### src/sv/pdfm_pkg.sv
// Shared types and constants for the PWM duty and frequency meter.
// No dependencies; every other file imports this package.
package pdfm_pkg;

   localparam int RATE_W          = 27;
   localparam int DUTY_W          = 7;
   localparam int OUT_W           = 32;
   localparam int PERIOD_W        = OUT_W + 1;
   // 100 * (2^32 - 1) stays below 2^39
   localparam int DUTY_DIVIDEND_W = OUT_W + 7;
   localparam int TRIPLE_W        = OUT_W + 2;

   localparam logic [RATE_W-1:0] RATE_RESET = RATE_W'(1000000);

   typedef enum logic [1:0] {
      PHASE_WAIT = 2'd0,
      PHASE_HIGH = 2'd1,
      PHASE_LOW  = 2'd2
   } pdfm_phase_type;

   typedef enum logic [2:0] {
      CTL_IDLE   = 3'd0,
      CTL_SUM    = 3'd1,
      CTL_SCALE  = 3'd2,
      CTL_DIVIDE = 3'd3,
      CTL_SEND   = 3'd4
   } pdfm_ctl_type;

   typedef struct packed {
      logic             emit;
      logic [OUT_W-1:0] high_ticks;
      logic [OUT_W-1:0] low_ticks;
      logic             saturated;
   } pdfm_launch_type;

endpackage

### src/sv/pdfm_channels.sv
// Request and response channel interfaces of the meter.
// Depends on pdfm_pkg for the field widths.
interface pdfm_req_if import pdfm_pkg::*; ();
   logic valid;
   logic ready;
   logic pin_level;

   modport source (output valid, output pin_level, input ready);
   modport sink   (input valid, input pin_level, output ready);
endinterface

interface pdfm_rsp_if import pdfm_pkg::*; ();
   logic              valid;
   logic              ready;
   logic [DUTY_W-1:0] duty_percent;
   logic [RATE_W-1:0] frequency_hz;
   logic [OUT_W-1:0]  high_ticks;
   logic [OUT_W-1:0]  low_ticks;
   logic              count_saturated;

   modport source (output valid, output duty_percent, output frequency_hz,
                   output high_ticks, output low_ticks, output count_saturated,
                   input ready);
   modport sink   (input valid, input duty_percent, input frequency_hz,
                   input high_ticks, input low_ticks, input count_saturated,
                   output ready);
endinterface

### src/sv/pdfm_edge_counter.sv
// Edge detector and saturating high/low tick counters of the meter.
// Depends on pdfm_pkg; hands a closed measurement to the top level.
module pdfm_edge_counter
   import pdfm_pkg::*;
#(
   parameter int COUNT_WIDTH = 32
) (
   input  logic            clock,
   input  logic            reset,
   input  logic            accept,
   input  logic            pin_level,
   output logic            phase_low,
   output pdfm_launch_type launch
);

   localparam logic [COUNT_WIDTH-1:0] COUNT_MAX = {COUNT_WIDTH{1'b1}};
   localparam logic [COUNT_WIDTH-1:0] COUNT_ONE = COUNT_WIDTH'(1);

   pdfm_phase_type         phase_ff, phase_in;
   logic                   prev_level_ff, prev_level_in;
   logic [COUNT_WIDTH-1:0] high_count_ff, high_count_in;
   logic [COUNT_WIDTH-1:0] low_count_ff, low_count_in;
   logic                   mark_ff, mark_in;
   logic [COUNT_WIDTH-1:0] high_bump, low_bump;
   logic                   high_over, low_over;
   logic [OUT_W-1:0]       high_out, low_out;

   assign high_bump = (high_count_ff != COUNT_MAX) ? high_count_ff + COUNT_ONE : high_count_ff;
   assign low_bump  = (low_count_ff != COUNT_MAX) ? low_count_ff + COUNT_ONE : low_count_ff;

   // clamp wide counts to the 32-bit report
   if (COUNT_WIDTH > OUT_W) begin : g_clamp
      assign high_over = |high_count_ff[COUNT_WIDTH-1:OUT_W];
      assign low_over  = |low_count_ff[COUNT_WIDTH-1:OUT_W];
      assign high_out  = high_over ? {OUT_W{1'b1}} : high_count_ff[OUT_W-1:0];
      assign low_out   = low_over ? {OUT_W{1'b1}} : low_count_ff[OUT_W-1:0];
   end else if (COUNT_WIDTH == OUT_W) begin : g_same
      assign high_over = 1'b0;
      assign low_over  = 1'b0;
      assign high_out  = high_count_ff;
      assign low_out   = low_count_ff;
   end else begin : g_extend
      assign high_over = 1'b0;
      assign low_over  = 1'b0;
      assign high_out  = {{(OUT_W-COUNT_WIDTH){1'b0}}, high_count_ff};
      assign low_out   = {{(OUT_W-COUNT_WIDTH){1'b0}}, low_count_ff};
   end

   assign phase_low         = (phase_ff == PHASE_LOW);
   assign launch.emit       = accept && (phase_ff == PHASE_LOW) && pin_level;
   assign launch.high_ticks = high_out;
   assign launch.low_ticks  = low_out;
   assign launch.saturated  = mark_ff || high_over || low_over;

   always_comb begin
      phase_in      = phase_ff;
      prev_level_in = prev_level_ff;
      high_count_in = high_count_ff;
      low_count_in  = low_count_ff;
      mark_in       = mark_ff;
      if (accept) begin
         prev_level_in = pin_level;
         unique case (phase_ff)
            PHASE_HIGH: begin
               if (pin_level) begin
                  high_count_in = high_bump;
                  if (high_bump == COUNT_MAX) begin
                     mark_in = 1'b1;
                  end
               end else begin
                  low_count_in = COUNT_ONE;
                  phase_in     = PHASE_LOW;
               end
            end
            PHASE_LOW: begin
               if (!pin_level) begin
                  low_count_in = low_bump;
                  if (low_bump == COUNT_MAX) begin
                     mark_in = 1'b1;
                  end
               end else begin
                  phase_in = PHASE_WAIT;
               end
            end
            default: begin
               // open a measurement on a rising edge only
               if (!prev_level_ff && pin_level) begin
                  mark_in       = 1'b0;
                  high_count_in = COUNT_ONE;
                  low_count_in  = '0;
                  phase_in      = PHASE_HIGH;
               end else begin
                  phase_in = PHASE_WAIT;
               end
            end
         endcase
      end
   end

   always_ff @(posedge clock) begin
      if (reset) begin
         phase_ff      <= PHASE_WAIT;
         prev_level_ff <= 1'b1;
         high_count_ff <= '0;
         low_count_ff  <= '0;
         mark_ff       <= 1'b0;
      end else begin
         phase_ff      <= phase_in;
         prev_level_ff <= prev_level_in;
         high_count_ff <= high_count_in;
         low_count_ff  <= low_count_in;
         mark_ff       <= mark_in;
      end
   end

endmodule

### src/sv/pdfm_serial_divider.sv
// Restoring divider that retires one quotient bit per cycle.
// Depends on pdfm_pkg only through the shared import convention.
module pdfm_serial_divider
   import pdfm_pkg::*;
#(
   parameter int DIVIDEND_WIDTH = 39,
   parameter int DIVISOR_WIDTH  = 33
) (
   input  logic                      clock,
   input  logic                      reset,
   input  logic                      start,
   input  logic [DIVIDEND_WIDTH-1:0] dividend,
   input  logic [DIVISOR_WIDTH-1:0]  divisor,
   output logic                      busy,
   output logic [DIVIDEND_WIDTH-1:0] quotient
);

   localparam int CNT_W = (DIVIDEND_WIDTH > 1) ? $clog2(DIVIDEND_WIDTH) : 1;
   localparam logic [CNT_W-1:0] CNT_LAST = CNT_W'(DIVIDEND_WIDTH - 1);

   logic                      busy_ff, busy_in;
   logic [CNT_W-1:0]          count_ff, count_in;
   logic [DIVIDEND_WIDTH-1:0] quot_ff, quot_in;
   logic [DIVISOR_WIDTH-1:0]  rem_ff, rem_in;
   logic [DIVISOR_WIDTH-1:0]  divisor_ff, divisor_in;
   logic [DIVISOR_WIDTH:0]    shifted, diff;
   logic                      fits;

   assign busy     = busy_ff;
   assign quotient = quot_ff;

   // bring in the next dividend bit and try one subtract
   assign shifted = {rem_ff, quot_ff[DIVIDEND_WIDTH-1]};
   assign fits    = shifted >= {1'b0, divisor_ff};
   assign diff    = shifted - {1'b0, divisor_ff};

   always_comb begin
      busy_in    = busy_ff;
      count_in   = count_ff;
      quot_in    = quot_ff;
      rem_in     = rem_ff;
      divisor_in = divisor_ff;
      if (start) begin
         busy_in    = 1'b1;
         count_in   = '0;
         quot_in    = dividend;
         rem_in     = '0;
         divisor_in = divisor;
      end else if (busy_ff) begin
         quot_in  = {quot_ff[DIVIDEND_WIDTH-2:0], fits};
         rem_in   = fits ? diff[DIVISOR_WIDTH-1:0] : shifted[DIVISOR_WIDTH-1:0];
         count_in = count_ff + CNT_W'(1);
         if (count_ff == CNT_LAST) begin
            busy_in = 1'b0;
         end
      end
   end

   always_ff @(posedge clock) begin
      if (reset) begin
         busy_ff  <= 1'b0;
         count_ff <= '0;
      end else begin
         busy_ff  <= busy_in;
         count_ff <= count_in;
      end
   end

   always_ff @(posedge clock) begin
      quot_ff    <= quot_in;
      rem_ff     <= rem_in;
      divisor_ff <= divisor_in;
   end

endmodule

### src/sv/pwm_duty_frequency_meter_core.sv
// Top level of the PWM duty and frequency meter: counters, dividers, result register.
// Depends on pdfm_pkg, pdfm_channels, pdfm_edge_counter and pdfm_serial_divider.
//
//   channel       dir  payload                                            handshake
//   req_channel   in   pin_level                                          valid/ready
//   rsp_channel   out  duty_percent frequency_hz high_ticks low_ticks sat valid/ready
//   csr_*         in   csr_write_data = tick_rate_hz                      write enable
//
// One pin sample is taken per cycle unless requests stall. The closing rising edge
// starts the result math: the period sum is registered in SUM, the scaling by 100
// feeds the bit-serial dividers in SCALE, and the result is registered when both
// are done and offered in SEND. Samples keep flowing meanwhile, and while the result
// waits, unless the counters reach the next period's low phase; then requests stall.
// Reset is synchronous and leaves the tick rate at 1000000 Hz; there is no clearing pass.
module pwm_duty_frequency_meter_core
   import pdfm_pkg::*;
#(
   parameter int COUNT_WIDTH = 32
) (
   input  logic              clock,
   input  logic              reset,
   pdfm_req_if.sink          req_channel,
   pdfm_rsp_if.source        rsp_channel,
   input  logic              csr_write_enable,
   input  logic [RATE_W-1:0] csr_write_data
);

   pdfm_ctl_type          ctl_ff, ctl_in;
   logic [RATE_W-1:0]     tick_rate_ff, tick_rate_in;
   logic [OUT_W-1:0]      high_cap_ff, low_cap_ff;
   logic                  sat_cap_ff;
   logic [PERIOD_W-1:0]   period_ff;
   logic [TRIPLE_W-1:0]   triple_ff;
   logic                  period_zero_ff;
   logic [DUTY_W-1:0]     duty_ff;
   logic [RATE_W-1:0]     freq_ff;
   logic [OUT_W-1:0]      high_out_ff, low_out_ff;
   logic                  sat_out_ff;

   logic                  accept;
   logic                  phase_low;
   pdfm_launch_type       launch;
   logic                  start_div;
   logic                  load_rsp;
   logic                  duty_busy, freq_busy;
   logic [DUTY_DIVIDEND_W-1:0] duty_dividend;
   logic [DUTY_DIVIDEND_W-1:0] duty_quot;
   logic [RATE_W-1:0]     freq_quot;

   assign accept            = req_channel.valid && req_channel.ready;
   // a request in the low phase may close a period, so hold it while math is pending
   assign req_channel.ready = (ctl_ff == CTL_IDLE) || !phase_low;

   pdfm_edge_counter #(
      .COUNT_WIDTH(COUNT_WIDTH)
   ) u_counter (
      .clock    (clock),
      .reset    (reset),
      .accept   (accept),
      .pin_level(req_channel.pin_level),
      .phase_low(phase_low),
      .launch   (launch)
   );

   // 100h = 96h + 4h, with 3h registered in the preceding SUM state
   assign duty_dividend = {triple_ff, 5'b0}
                        + {{(DUTY_DIVIDEND_W-OUT_W-2){1'b0}}, high_cap_ff, 2'b0};

   pdfm_serial_divider #(
      .DIVIDEND_WIDTH(DUTY_DIVIDEND_W),
      .DIVISOR_WIDTH (PERIOD_W)
   ) u_duty_div (
      .clock   (clock),
      .reset   (reset),
      .start   (start_div),
      .dividend(duty_dividend),
      .divisor (period_ff),
      .busy    (duty_busy),
      .quotient(duty_quot)
   );

   pdfm_serial_divider #(
      .DIVIDEND_WIDTH(RATE_W),
      .DIVISOR_WIDTH (PERIOD_W)
   ) u_freq_div (
      .clock   (clock),
      .reset   (reset),
      .start   (start_div),
      .dividend(tick_rate_ff),
      .divisor (period_ff),
      .busy    (freq_busy),
      .quotient(freq_quot)
   );

   // next state
   always_comb begin
      ctl_in = ctl_ff;
      unique case (ctl_ff)
         CTL_IDLE: begin
            if (launch.emit) begin
               ctl_in = CTL_SUM;
            end
         end
         CTL_SUM:   ctl_in = CTL_SCALE;
         CTL_SCALE: ctl_in = CTL_DIVIDE;
         CTL_DIVIDE: begin
            if (!duty_busy && !freq_busy) begin
               ctl_in = CTL_SEND;
            end
         end
         CTL_SEND: begin
            if (rsp_channel.ready) begin
               ctl_in = CTL_IDLE;
            end
         end
         default: ctl_in = CTL_IDLE;
      endcase
   end

   // state outputs
   always_comb begin
      start_div         = 1'b0;
      load_rsp          = 1'b0;
      rsp_channel.valid = 1'b0;
      unique case (ctl_ff)
         CTL_SCALE:  start_div = 1'b1;
         CTL_DIVIDE: load_rsp = !duty_busy && !freq_busy;
         CTL_SEND:   rsp_channel.valid = 1'b1;
         default: begin
         end
      endcase
   end

   assign tick_rate_in = csr_write_enable ? csr_write_data : tick_rate_ff;

   always_ff @(posedge clock) begin
      if (reset) begin
         ctl_ff       <= CTL_IDLE;
         tick_rate_ff <= RATE_RESET;
      end else begin
         ctl_ff       <= ctl_in;
         tick_rate_ff <= tick_rate_in;
      end
   end

   always_ff @(posedge clock) begin
      if (launch.emit && (ctl_ff == CTL_IDLE)) begin
         high_cap_ff <= launch.high_ticks;
         low_cap_ff  <= launch.low_ticks;
         sat_cap_ff  <= launch.saturated;
      end
      if (ctl_ff == CTL_SUM) begin
         period_ff <= {1'b0, high_cap_ff} + {1'b0, low_cap_ff};
         triple_ff <= {1'b0, high_cap_ff, 1'b0} + {2'b0, high_cap_ff};
      end
      if (ctl_ff == CTL_SCALE) begin
         period_zero_ff <= (period_ff == '0);
      end
      if (load_rsp) begin
         duty_ff     <= period_zero_ff ? '0 : duty_quot[DUTY_W-1:0];
         freq_ff     <= period_zero_ff ? '0 : freq_quot;
         high_out_ff <= high_cap_ff;
         low_out_ff  <= low_cap_ff;
         sat_out_ff  <= sat_cap_ff;
      end
   end

   assign rsp_channel.duty_percent    = duty_ff;
   assign rsp_channel.frequency_hz    = freq_ff;
   assign rsp_channel.high_ticks      = high_out_ff;
   assign rsp_channel.low_ticks       = low_out_ff;
   assign rsp_channel.count_saturated = sat_out_ff;

endmodule
### src/flat_wrapper.sv
// flat-port wrapper written by rule: the top's interface ports become plain ports
module pwm_duty_frequency_meter_core_flat import pdfm_pkg::*;
#(
   parameter int COUNT_WIDTH = 32
)
  (clock, reset, csr_write_enable, csr_write_data, req_channel_valid, req_channel_pin_level, req_channel_ready, rsp_channel_valid, rsp_channel_duty_percent, rsp_channel_frequency_hz, rsp_channel_high_ticks, rsp_channel_low_ticks, rsp_channel_count_saturated, rsp_channel_ready);
  pdfm_req_if req_channel_i ();
  pdfm_rsp_if rsp_channel_i ();
  input  logic clock;
  input  logic reset;
  input  logic csr_write_enable;
  input  logic [RATE_W-1:0] csr_write_data;
  input wire logic [$bits(req_channel_i.valid)-1:0] req_channel_valid;
  input wire logic [$bits(req_channel_i.pin_level)-1:0] req_channel_pin_level;
  output wire logic [$bits(req_channel_i.ready)-1:0] req_channel_ready;
  output wire logic [$bits(rsp_channel_i.valid)-1:0] rsp_channel_valid;
  output wire logic [$bits(rsp_channel_i.duty_percent)-1:0] rsp_channel_duty_percent;
  output wire logic [$bits(rsp_channel_i.frequency_hz)-1:0] rsp_channel_frequency_hz;
  output wire logic [$bits(rsp_channel_i.high_ticks)-1:0] rsp_channel_high_ticks;
  output wire logic [$bits(rsp_channel_i.low_ticks)-1:0] rsp_channel_low_ticks;
  output wire logic [$bits(rsp_channel_i.count_saturated)-1:0] rsp_channel_count_saturated;
  input wire logic [$bits(rsp_channel_i.ready)-1:0] rsp_channel_ready;
  assign req_channel_i.valid = req_channel_valid;
  assign req_channel_i.pin_level = req_channel_pin_level;
  assign req_channel_ready = req_channel_i.ready;
  assign rsp_channel_valid = rsp_channel_i.valid;
  assign rsp_channel_duty_percent = rsp_channel_i.duty_percent;
  assign rsp_channel_frequency_hz = rsp_channel_i.frequency_hz;
  assign rsp_channel_high_ticks = rsp_channel_i.high_ticks;
  assign rsp_channel_low_ticks = rsp_channel_i.low_ticks;
  assign rsp_channel_count_saturated = rsp_channel_i.count_saturated;
  assign rsp_channel_i.ready = rsp_channel_ready;
  pwm_duty_frequency_meter_core #(.COUNT_WIDTH(COUNT_WIDTH)) u_core (.clock(clock), .reset(reset), .req_channel(req_channel_i), .rsp_channel(rsp_channel_i), .csr_write_enable(csr_write_enable), .csr_write_data(csr_write_data));
endmodule
### config.mk
export PLATFORM = sky130hd
export DESIGN_NAME = pwm_duty_frequency_meter_core_flat
export DESIGN_NICKNAME = d
export VERILOG_FILES = /design/src/sv/pdfm_pkg.sv /design/src/sv/pdfm_channels.sv /design/src/sv/pdfm_edge_counter.sv /design/src/sv/pdfm_serial_divider.sv /design/src/sv/pwm_duty_frequency_meter_core.sv /design/src/flat_wrapper.sv
export SDC_FILE = /design/constraint.sdc
export NUM_CORES = 1
export LEC_CHECK = 0
export BUFFER_PORTS_ARGS = -buffer_cell sky130_fd_sc_hd__clkbuf_2
export CORE_ASPECT_RATIO = 0.7
export CORE_UTILIZATION = 50
export DETAILED_ROUTE_END_ITERATION = 10
export GPL_TIMING_DRIVEN = 0
export PLACE_DENSITY_LB_ADDON = 0.12
export SLEW_MARGIN = 20
export SYNTH_ARGS = -nofsm -noshare
export SYNTH_HDL_FRONTEND = slang
export SYNTH_SLANG_ARGS = --single-unit
### constraint.sdc
create_clock -name clock -period 10.84 [get_ports clock]
set_clock_uncertainty 0.15 [all_clocks]
set_input_delay 1.084 -clock clock [delete_from_list [all_inputs] [get_ports clock]]
set_output_delay 1.084 -clock clock [all_outputs]
set_load 0.01 [all_outputs]
### Yosys cells after proc, flatten, opt, wreduce, memory -nomap -nowiden

Index checks and enable logic that the tools add are counted.

| storage, ports and cells | value |
|---|---|
| output and inout port bits | 101 |
| bits in registers | 508 |
| input port bits | 33 |
| word-level logic and storage cells | 121 |

| cells by class | value |
|---|---|
| bitwise logic cells | 1 |
| reductions and logical operators | 23 |
| magnitude comparators | 2 |
| multiplexer cells | 38 |
| equality and inequality tests | 21 |
| $add $sub $neg | 9 |

Operators by type and width:

| kind | count |
|---|---|
| 32-bit 2-to-1 mux | 7 |
| 32-bit case mux with 2 select lines | 2 |
| 39-bit 2-to-1 mux | 2 |
| 34-bit by 33-bit greater-or-equal comparator with 1-bit output | 2 |
| 33-bit 2-to-1 mux | 2 |
| 33-bit subtractor | 2 |
| 32-bit by 1-bit adder with 32-bit output, second input constant | 2 |
| 32-bit == test, second input constant | 2 |
| 32-bit inequality test, second input constant | 2 |
| 27-bit 2-to-1 mux | 2 |
| 39-bit by 34-bit adder with 39-bit output | 1 |
| 33-bit by 32-bit adder with 34-bit output | 1 |
| 32-bit by 32-bit adder with 33-bit output | 1 |
| 33-bit logical NOT | 1 |
| 1-bit 2-to-1 mux | 15 |
| 3-bit case mux with 5 select lines | 1 |
| 2-bit inequality test, second input constant | 7 |
| 3-bit 2-to-1 mux | 3 |
| 4-bit AND reduction | 2 |
| 6-bit by 1-bit adder with 6-bit output, second input constant | 1 |
| 3-bit by 2-bit == test with 1-bit output, second input constant | 2 |
| 6-bit == test, second input constant | 1 |
| 1-bit logical AND | 6 |
| 3-bit AND reduction | 2 |
| 18 further kinds | 25 |

### Logic depth before layout (Yosys ltp)

| depth | value |
|---|---|
| depth after elaboration | 8 |
| gate-level depth with buffers | 15 |

### Hierarchy

A second synthesis with hierarchy kept.

| second synthesis, totals | value |
|---|---|
| cell total of the unflattened synthesis | 3000 |
| area total of the unflattened synthesis | 30803.3 sq um |

Modules (own cells, without submodules):

| module | instances | area each (sq um) | cells an instance |
|---|---|---|---|
| pwm_duty_frequency_meter_core | 1 | 13390.3 | 1107 |
| pdfm_serial_divider at u_core.u_duty_div | 1 | 6660.1 | 639 |
| pdfm_serial_divider at u_core.u_freq_div | 1 | 5906.9 | 599 |
| pdfm_edge_counter | 1 | 4845.9 | 655 |

### Worst setup path after synthesis

Ideal clock, no wire load.

| path | value |
|---|---|
| path kind | flip-flop to flip-flop |
| from | register u_core.ctl_ff[0] |
| to | register u_core.period_ff[0] (enable) |
| stages on the path, launching flop included | 2 |
| arrival | 5.314 ns |
| path slack | 4.788 ns |
| clock period less this slack | 6.052 ns |
| data required time | 10.102 ns |
| cells stage by stage | dfxtp_1 -> nor3b_1 |

| on the way | value |
|---|---|
| cells in the longest elaborated chain, start to end | 1 |

Ends and longest elaborated chain:

| what | RTL line | RTL |
|---|---|---|
| start: declaration | pwm_duty_frequency_meter_core.sv:28 | `pdfm_ctl_type ctl_ff, ctl_in;` |
| start signal: assignment | pwm_duty_frequency_meter_core.sv:141 | `ctl_ff <= ctl_in;` |
| 3-bit by 1-bit == test with 1-bit output | pwm_duty_frequency_meter_core.sv:152 | `if (ctl_ff == CTL_SUM) begin` |
| end signal: assignment | pwm_duty_frequency_meter_core.sv:153 | `period_ff <= {1'b0, high_cap_ff} + {1'b0, low_cap_ff};` |
| end: declaration | pwm_duty_frequency_meter_core.sv:32 | `logic [PERIOD_W-1:0] period_ff;` |

Every way passes these cells.
A chain may end at the register's enable or synchronous reset.

### Final worst setup path

| path | value |
|---|---|
| from | register u_core.high_cap_ff[3] |
| to | register u_core.u_duty_div.quot_ff[31] (netlist: u_core.u_duty_div.quotient[31]) (data pin) |

| on the way | value |
|---|---|
| cells in the longest elaborated chain, start to end | 2 |

Ends and longest elaborated chain:

| what | RTL line | RTL |
|---|---|---|
| start: declaration | pwm_duty_frequency_meter_core.sv:30 | `logic [OUT_W-1:0] high_cap_ff, low_cap_ff;` |
| start signal: assignment | pwm_duty_frequency_meter_core.sv:148 | `high_cap_ff <= launch.high_ticks;` |
| 39-bit by 34-bit adder with 39-bit output | pwm_duty_frequency_meter_core.sv:67 | `+ {{(DUTY_DIVIDEND_W-OUT_W-2){1'b0}}, high_cap_ff, 2'b0};` |
| 39-bit 2-to-1 mux | pdfm_serial_divider.sv:43 | `if (start) begin` |
| named net u_core.u_duty_div.quot_in[31] | pdfm_serial_divider.sv:23 | `logic [DIVIDEND_WIDTH-1:0] quot_ff, quot_in;` |
| end signal: assignment | pdfm_serial_divider.sv:70 | `quot_ff <= quot_in;` |
| end: declaration | pdfm_serial_divider.sv:23 |  |

The timed path passes the listed nets, and every way through them passes these cells.

==> flow_summary.json <==
{
  "crit_path_start_kind": "flip-flop",
  "cp_slowest_cell": "edfxtp_1",
  "fillers": 4859,
  "required_ps": 11050,
  "grt_max_degree": 48,
  "synth_cell_type_count": 81,
  "hold_buffers": 0,
  "antenna_found_initial": 0,
  "slew_viol_final": 0,
  "numCtsBuffers": 51,
  "synth-edff-count": 331,
  "numPortBuffers": 132,
  "pre_cts_slack_ps": 6380,
  "p_per_area_nw_per_um2": 178,
  "synth-seq-area-share_pct": 48.3,
  "cts_tree": "built",
  "dieArea_um2": 56700,
  "worst_slack_ps": 6310,
  "grt_overflow": 0,
  "hpwlAfterDp_mm": 59.2,
  "clock_latency_ps": 610,
  "finalPower_uw": 5600,
  "die_y_um": 200,
  "routed_wl_mm": 79.1,
  "final_layout_size_suffix_gt1_share_pct": 9.22,
  "cp_max_fo": 5,
  "drt_pre_antenna_iters": 6,
  "maxSlewHeadroom_pct": 28.7,
  "hp-class": "flip-flop to flip-flop",
  "tightest_slew_ps": 1070,
  "grtUsageMet2_pct": 42.1,
  "slowest_delay_ps": 600,
  "busiest_layer": "met2",
  "synth_ff_type": "edfxtp_1",
  "path_clk_slew_ps": 60,
  "drt_iter0_drc": 2211,
  "endpoint_kind": "flip-flop",
  "holdWs_ps": 277,
  "htree_levels": 2,
  "vias": 22700,
  "rows": 72,
  "ys_async_sr_fraction_pct": 0,
  "drc": 0,
  "max_freq_mhz": 221,
  "initial_core_util_pct": 50.6,
  "worst-path-buf-inv": 0,
  "ys_ff_latch": 508,
  "yosysWarnings": 0,
  "nNetsFinal": 3245,
  "setup_violations": 0,
  "core_um2": 55100,
  "cts_resized": 0,
  "min_period_ps": 4530,
  "pin_count": 134,
  "post-route-period-util_pct": 41.8,
  "max-vdd-ir-drop_mv": 0.136,
  "grt.total_usage_pct": 27.6,
  "use_met3_pct": 3.84,
  "tns_ps": 0,
  "synth.avg_cell_area_um2": 9.82,
  "drv_cap": 0,
  "final_cell_mix": "edfxtp_1, nand2_1, a21oi_1, nor2_1, o21ai_0",
  "vias_per_cell": 5.95,
  "hold_viol_final": 0,
  "clock-sinks": 508,
  "critPathTopFamily": "compound AO/OA/AOI/OAI gates",
  "grt_pass1_wl_mm": 121,
  "postLayoutCoreUtil_pct": 57.0,
  "grt_pass1_vias": 20900,
  "synth_cells": 2839,
  "status": "finished clean",
  "crit_arrival_ps": 4740,
  "cp_cell_sequence": "ha_1 -> fa_1 -> a211oi_1 -> o21a_1 -> o2111ai_1 -> a41oi_1 -> o21ai_1 -> o41ai_1 -> a21boi_0 -> o21a_1 -> or3_1 -> a31o_2",
  "leakagePower_uw": 0.0125,
  "diodes": 0,
  "post_cts.repair.setup_buffers": 0,
  "root_buffer": "clkbuf_16",
  "syn_nets": 3045,
  "path_class": "flip-flop to flip-flop",
  "final_common_cell": "edfxtp_1",
  "rsz0062_at_grt": "false",
  "antenna_left": 0,
  "syn_to_final_growth_pct": 12.6,
  "cts_buffer_depth": 3,
  "worst_path_most_repeated_cell": "o21a_1",
  "use_met1_pct": 40.7,
  "routabilityCongestion": 0.965,
  "syn_area_um2": 27900,
  "die_w_um": 284,
  "avgRoutedWirePerCell_um": 20.7
}
cells in the mapped netlist (all sizes together) (64+ instances only):
cell type	n	area (um^2)
edfxtp	331	9940
ha	168	2100
o21ai	193	966
nand2	308	1160
clkbuf	91	342
a21o	64	480
nor2	243	912
xor2	65	569
nor2b	70	438
xnor2	87	762
a21oi	250	1250
nand3	79	405
inv	90	338
dfxtp	177	3540
flip-flops by register name, summed over array words and instances, names as in the netlist, 32 cells and up:
name and count:
u_core.high_cap_ff 32, u_core.u_freq_div.rem_ff 33, u_core.u_counter.high_count_ff 32, u_core.rsp_channel.high_ticks 32, u_core.low_cap_ff 32, u_core.rsp_channel.low_ticks 32, u_core.u_duty_div.rem_ff 33, u_core.u_duty_div.quotient 39
u_core.period_ff 33, u_core.u_counter.low_count_ff 32, u_core.triple_ff 34, u_core.u_duty_div.divisor_ff 33
layout make-up:
type	count	area, um^2	share of cell area (%)
timing repair buffer	147	880	2.80
clock buffer	67	1420	4.52
tap	740	926	2.95
inverter	90	338	1.08
buffer	115	458	1.46
clock inverter	27	250	0.797
sequential	508	13500	42.9
multi-input combinational	2126	13600	43.5
path summary, 6_finish.rpt:
check | startpoint | to | slack, ps | cells after the start
worst min-delay path | u_core.u_counter.high_count_ff[11]$_SDFFE_PP0P_ | u_core.high_cap_ff[11]$_DFFE_PP_ | 280 | 0
worst max register to register | u_core.high_cap_ff[3]$_DFFE_PP_ | u_core.u_duty_div.quotient[31]$_DFFE_PP_ | 6310 | 12
worst min register to register | u_core.u_counter.high_count_ff[11]$_SDFFE_PP0P_ | u_core.high_cap_ff[11]$_DFFE_PP_ | 280 | 0
worst max-delay path | u_core.high_cap_ff[3]$_DFFE_PP_ | u_core.u_duty_div.quotient[31]$_DFFE_PP_ | 6310 | 12
report_power, final:
group          switching [uW]  internal, uW
Clock                     780          1000
Combinational             880           645
Sequential                117          2170
per-stage QoR:
step,std cells,area [um^2]
after floorplan,2839,27900
after global placement,3711,29500
after detailed placement,3726,29700
after CTS,3820,31400
after global routing,3820,31400
final,3820,31400
worst reg2reg max path, stage by stage, from the launching register on:
cell,delay [ps]
edfxtp_1,600
ha_1,330
fa_1,440
a211oi_1,330
o21a_1,190
o2111ai_1,160
a41oi_1,290
o21ai_1,200
o41ai_1,520
a21boi_0,270
o21a_1,250
or3_1,320
a31o_2,250
cell families after synthesis:
group	share of synthesized area, %
AOI/OAI and AO/OA	16.6
muxes	2.35
and+or+nand+nor	17.2
xor gates and xnor gates	4.77
buffers and inverters	2.85
adders and majority gates	7.89
DFF	48.3
metal layers:
metal,up-vias,share of wire (%)
li1,10900,-
met1,10800,47
met2,874,43
met3,132,7.3
met4,0,2.6
met5,-,0
No activity file was read; power rests on OpenSTA's default activity.
